$ cat src/rtl/core/mlqd_pkg.sv
`timescale 1ns / 1ps
`default_nettype none

package mlqd_pkg;

	localparam int QUEUE_DEPTH_DEF = 128;
	localparam int NUM_LEVELS_DEF = 4;

	localparam int ID_W = 16;
	localparam int TIME_W = 16;
	localparam int PRIO_W = 3;
	localparam int QUANTUM_W = 8;
	localparam int SLVL_W = 2;
	localparam int DELTA_W = 17;
	localparam int IN_TDATA_W = 40;
	localparam int OUT_TDATA_W = 72;

	localparam logic [QUANTUM_W-1:0] QUANTUM_RST = 8'd1;

	typedef enum logic [2:0] {
		ST_ADDED      = 3'd0,
		ST_BAD_PRIO   = 3'd1,
		ST_FULL       = 3'd2,
		ST_DISPATCHED = 3'd3,
		ST_EMPTY      = 3'd4
	} status_t;

	// Command as classified by the front end.
	typedef struct packed {
		logic              dispatch;
		logic              bad_prio;
		logic [PRIO_W-1:0] prio;
		logic [ID_W-1:0]   proc_id;
		logic [TIME_W-1:0] arrival;
	} cmd_t;

	typedef struct packed {
		status_t                   status;
		logic [ID_W-1:0]           served_id;
		logic [SLVL_W-1:0]         served_level;
		logic [TIME_W-1:0]         finish_time;
		logic signed [DELTA_W-1:0] turnaround;
		logic signed [DELTA_W-1:0] wait_time;
	} res_t;

endpackage

`default_nettype wire

$ cat src/rtl/core/mlqd_front.sv
`timescale 1ns / 1ps
`default_nettype none

module mlqd_front import mlqd_pkg::*; #(
	parameter int NUM_LEVELS = NUM_LEVELS_DEF
) (
	input  wire logic                  clk,
	input  wire logic                  arst_n,
	input  wire logic                  s_axis_tvalid,
	output logic                       s_axis_tready,
	input  wire logic [IN_TDATA_W-1:0] s_axis_tdata,
	input  wire logic [0:0]            s_axis_tuser,
	input  wire logic                  s_axis_tlast,
	output logic                       cmd_valid,
	output cmd_t                       cmd,
	input  wire logic                  cmd_pop
);

	localparam int CMP_W = $clog2(NUM_LEVELS + 1) + PRIO_W;

	logic       push;
	logic [1:0] fill_q;
	logic       wr_ptr_q;
	logic       rd_ptr_q;
	cmd_t       slot_q [2];
	cmd_t       cls;

	// The batch marker carries no meaning for scheduling.
	always_comb begin
		cls.dispatch = s_axis_tuser[0];
		cls.proc_id = s_axis_tdata[15:0];
		cls.prio = s_axis_tdata[18:16];
		cls.arrival = s_axis_tdata[34:19];
		cls.bad_prio = (CMP_W'(cls.prio) >= CMP_W'(NUM_LEVELS)) && !s_axis_tlast
			|| (CMP_W'(cls.prio) >= CMP_W'(NUM_LEVELS));
	end

	assign s_axis_tready = (fill_q != 2'd2);
	assign push = s_axis_tvalid && s_axis_tready;
	assign cmd_valid = (fill_q != 2'd0);
	assign cmd = slot_q[rd_ptr_q];

	always_ff @(posedge clk or negedge arst_n) begin
		if (!arst_n) begin
			fill_q <= 2'd0;
			wr_ptr_q <= 1'b0;
			rd_ptr_q <= 1'b0;
		end else begin
			if (push) begin
				wr_ptr_q <= !wr_ptr_q;
			end
			if (cmd_pop) begin
				rd_ptr_q <= !rd_ptr_q;
			end
			if (push && !cmd_pop) begin
				fill_q <= fill_q + 2'd1;
			end else if (!push && cmd_pop) begin
				fill_q <= fill_q - 2'd1;
			end
		end
	end

	always_ff @(posedge clk) begin
		if (push) begin
			slot_q[wr_ptr_q] <= cls;
		end
	end

endmodule

`default_nettype wire

$ cat config.mk
export PLATFORM = sky130hd
export DESIGN_NAME = mlqd_front
export DESIGN_NICKNAME = d
export VERILOG_FILES = /design/src/rtl/core/mlqd_pkg.sv /design/src/rtl/core/mlqd_front.sv
export SDC_FILE = /design/constraint.sdc
export NUM_CORES = 1
export LEC_CHECK = 0
export ABC_CLOCK_PERIOD_IN_PS = 3400
export BUFFER_PORTS_ARGS = -buffer_cell sky130_fd_sc_hd__buf_4
export CORE_ASPECT_RATIO = 0.6
export CORE_UTILIZATION = 51
export DETAILED_ROUTE_END_ITERATION = 12
export PLACE_DENSITY = 0.79
export REMOVE_ABC_BUFFERS = 1
export SLEW_MARGIN = 5
export SYNTH_ARGS = -nofsm -noshare
export SYNTH_HDL_FRONTEND = slang
export SYNTH_SLANG_ARGS = --single-unit
$ cat constraint.sdc
create_clock -name clk -period 3.4 [get_ports clk]
set_input_delay 0.68 -clock clk [delete_from_list [all_inputs] [get_ports clk]]
set_output_delay 0.68 -clock clk [all_outputs]
set_load 0.01 [all_outputs]
==> results.json <==
{
  "fin_nets": 267,
  "place_congestion": 0.594,
  "topRoutingLayerUsed": "met4",
  "cts.repair.resized": 0,
  "drc_errors": 2,
  "critPathTopFamily": "buffers and inverters",
  "place_hpwl_um": 3200,
  "p_sw_share_pct": 28.9,
  "internal-power_mw": 2.18,
  "rsz0062_at_grt": "no",
  "fin_util_pct": 67.9,
  "cts_buffer_depth": 2,
  "wire_per_inst_um": 15.3,
  "nFillCells": 399,
  "path_buf_inv": 2,
  "vias": 1417,
  "fmaxAchievable_mhz": 390,
  "wl_met3_um": 456,
  "syn_area_per_cell_sq_um": 22.0,
  "htree_levels": 3,
  "status": "finished, violations left",
  "clockPowerShare_pct": 18.8,
  "netlist_area_sq_um": 2950,
  "mostFrequentLayoutCells": "80 x buf_4, 74 x edfxtp_1, 20 x mux2_4",
  "critPathMostFrequentCell": "buf_4",
  "io_pins": 85,
  "clock-root-buffer": "clkbuf_8",
  "crit_path_max_incr_delay_ns": 0.49,
  "cts_setup_buffers": 0,
  "violations": "design-rule violations",
  "grt_use_total_pct": 16.4,
  "seqPwrFrac_pct": 45.8,
  "hp-class": "in -> async",
  "yosysUniqueCellTypes": 16,
  "p_comb_share_pct": 35.4,
  "crit_fanout": 31,
  "finClkSkew_ns": 0.00465,
  "routedLengthMet1_um": 2070,
  "io_buffers": 78,
  "cp_slowest_cell": "dfrtp_2",
  "yosysWarnings": 0,
  "antenna_cells": 0,
  "switchingPower_mw": 0.885,
  "worstPathCellList": "buf_4 > mux2_2 > buf_4",
  "fin_crit_sh_pct": 75.4,
  "overflow": 0,
  "clkSlewWorstSetupHoldPaths_ns": 0.07,
  "die_x_um": 100,
  "grt_pass1_wl_um": 6930,
  "clk_latency_ns": 0.34,
  "power_density_nw_per_um2": 809,
  "met2_length_um": 2090,
  "firstDrtPassIters": 8,
  "postSynthCellCount": 134,
  "slew_violations": 0,
  "grt_pass1_vias": 1477,
  "drtIter0Drc": 47,
  "via_per_inst": 4.65,
  "antenna_left": 0,
  "criticalPathCategory": "reg -> out",
  "numCtsBuffers": 9,
  "antenna_found_initial": 0,
  "drive_gt1_share_pct": 60.4,
  "peakVddDrop_v": 0.000690,
  "fp.dieH_um": 60.9,
  "clock_sinks": 78,
  "start_kind": "register",
  "row_count": 21,
  "cap_violations": 0,
  "core_sq_um": 5570,
  "grt_max_degree": 38,
  "final_hold_viol_count": 0,
  "synth-seq-area-share_pct": 78.7,
  "crit_path_end_kind": "output port",
  "worstPathRequired_ns": 2.72,
  "postCtsHoldBufs": 0,
  "start_util_pct": 53.0,
  "syn_to_final_growth_pct": 28.3,
  "setup_violations": 0,
  "max_slew.worst_pin.slew_ns": 0.878,
  "dieArea_sq_um": 6100,
  "ys_seq_elements": 78,
  "relSlewSlack_pct": 41.5,
  "cts_tree": "done",
  "p_leak_nw": 1.49,
  "routed_wirelength_um": 4680,
  "crit_arrival_ns": 1.88,
  "fin_crit_ns": 2.56,
  "final.setup.tns_ns": 0,
  "final_common_cell": "buf_4"
}
[cell families after synthesis]
logic type	after synthesis	synth area share, %
mux	37	16.7
simple gates	6	1.02
flops	78	78.7
xor+xnor	5	1.48
fa+ha+maj	1	0.424
buf+inv	7	1.70
[layout make-up]
class | instances | area, sq um | share of cell area [%]
Timing Repair Buffer | 80 | 601 | 15.9
Sequential cell | 78 | 2320 | 61.4
Multi-Input combinational cell | 49 | 587 | 15.5
Inverter | 2 | 7.51 | 0.198
Clock inverter | 6 | 38.8 | 1.02
Clock buffer | 10 | 128 | 3.37
Tap cell | 80 | 100 | 2.64
[power by group through the flow]
stage | Clock (mW) | Combinational [mW] | Sequential, mW
2_1_floorplan | 0 | 0.588 | 1.47
3_3_place_gp | 0 | 1.09 | 1.41
3_5_place_dp | 0 | 1.10 | 1.43
4_1_cts | 0.591 | 1.10 | 1.41
5_1_grt | 0.626 | 1.16 | 1.43
6_report | 0.576 | 1.08 | 1.40
[metal layers]
layer	vias up	track usage [%]
li1	684	-
met1	665	19.0
met2	59	25.5
met3	9	9.79
met4	0	6.00
met5	-	0
[final timing paths]
check                      cells after the start       from             to  slack (ns)
setup / recovery                               3   rd_ptr_q        cmd[19]        0.84
hold / removal                                 1     arst_n       rd_ptr_q        0.12
setup reg to reg                               4  fill_q[0]  slot_q[0][24]        1.48
hold reg to reg                                1  fill_q[1]      fill_q[1]        0.49
max in group asynchronous                      1     arst_n       rd_ptr_q        3.16
min in group clk                               1  fill_q[1]      fill_q[1]        0.49
[flip-flops by register name (all words and copies together), names as in the netlist]
signal / flops
slot_q: 74
wr_ptr_q: 1
fill_q: 2
rd_ptr_q: 1
[Yosys cell counts (all sizes together)]
master	number	area (sq um)
and3	1	6.26
buf	4	38.8
clkbuf	1	3.75
dfrtp	4	100
edfxtp	74	2220
ha	1	12.5
inv	2	7.51
mux2	37	492
nand2	1	3.75
nand2b	1	6.26
nor2	2	7.51
or2	1	6.26
xnor2	2	17.5
xor2	3	26.3
[per-stage QoR]
step | area (sq um) | std cells | power (mW) | hold slack [ns] | worst slack, ns
after global placement | 3620 | 289 | 2.50 | 0.474 | 1.20
final | 3780 | 305 | 3.06 | 0.124 | 0.836
after floorplan | 2910 | 129 | 2.05 | 0.384 | 0.636
after detailed placement | 3620 | 289 | 2.52 | 0.482 | 1.19
after CTS | 3780 | 305 | 3.10 | 0.109 | 0.809
after global routing | 3780 | 305 | 3.22 | 0.104 | 0.741
Power figures use the tool's default switching activity.
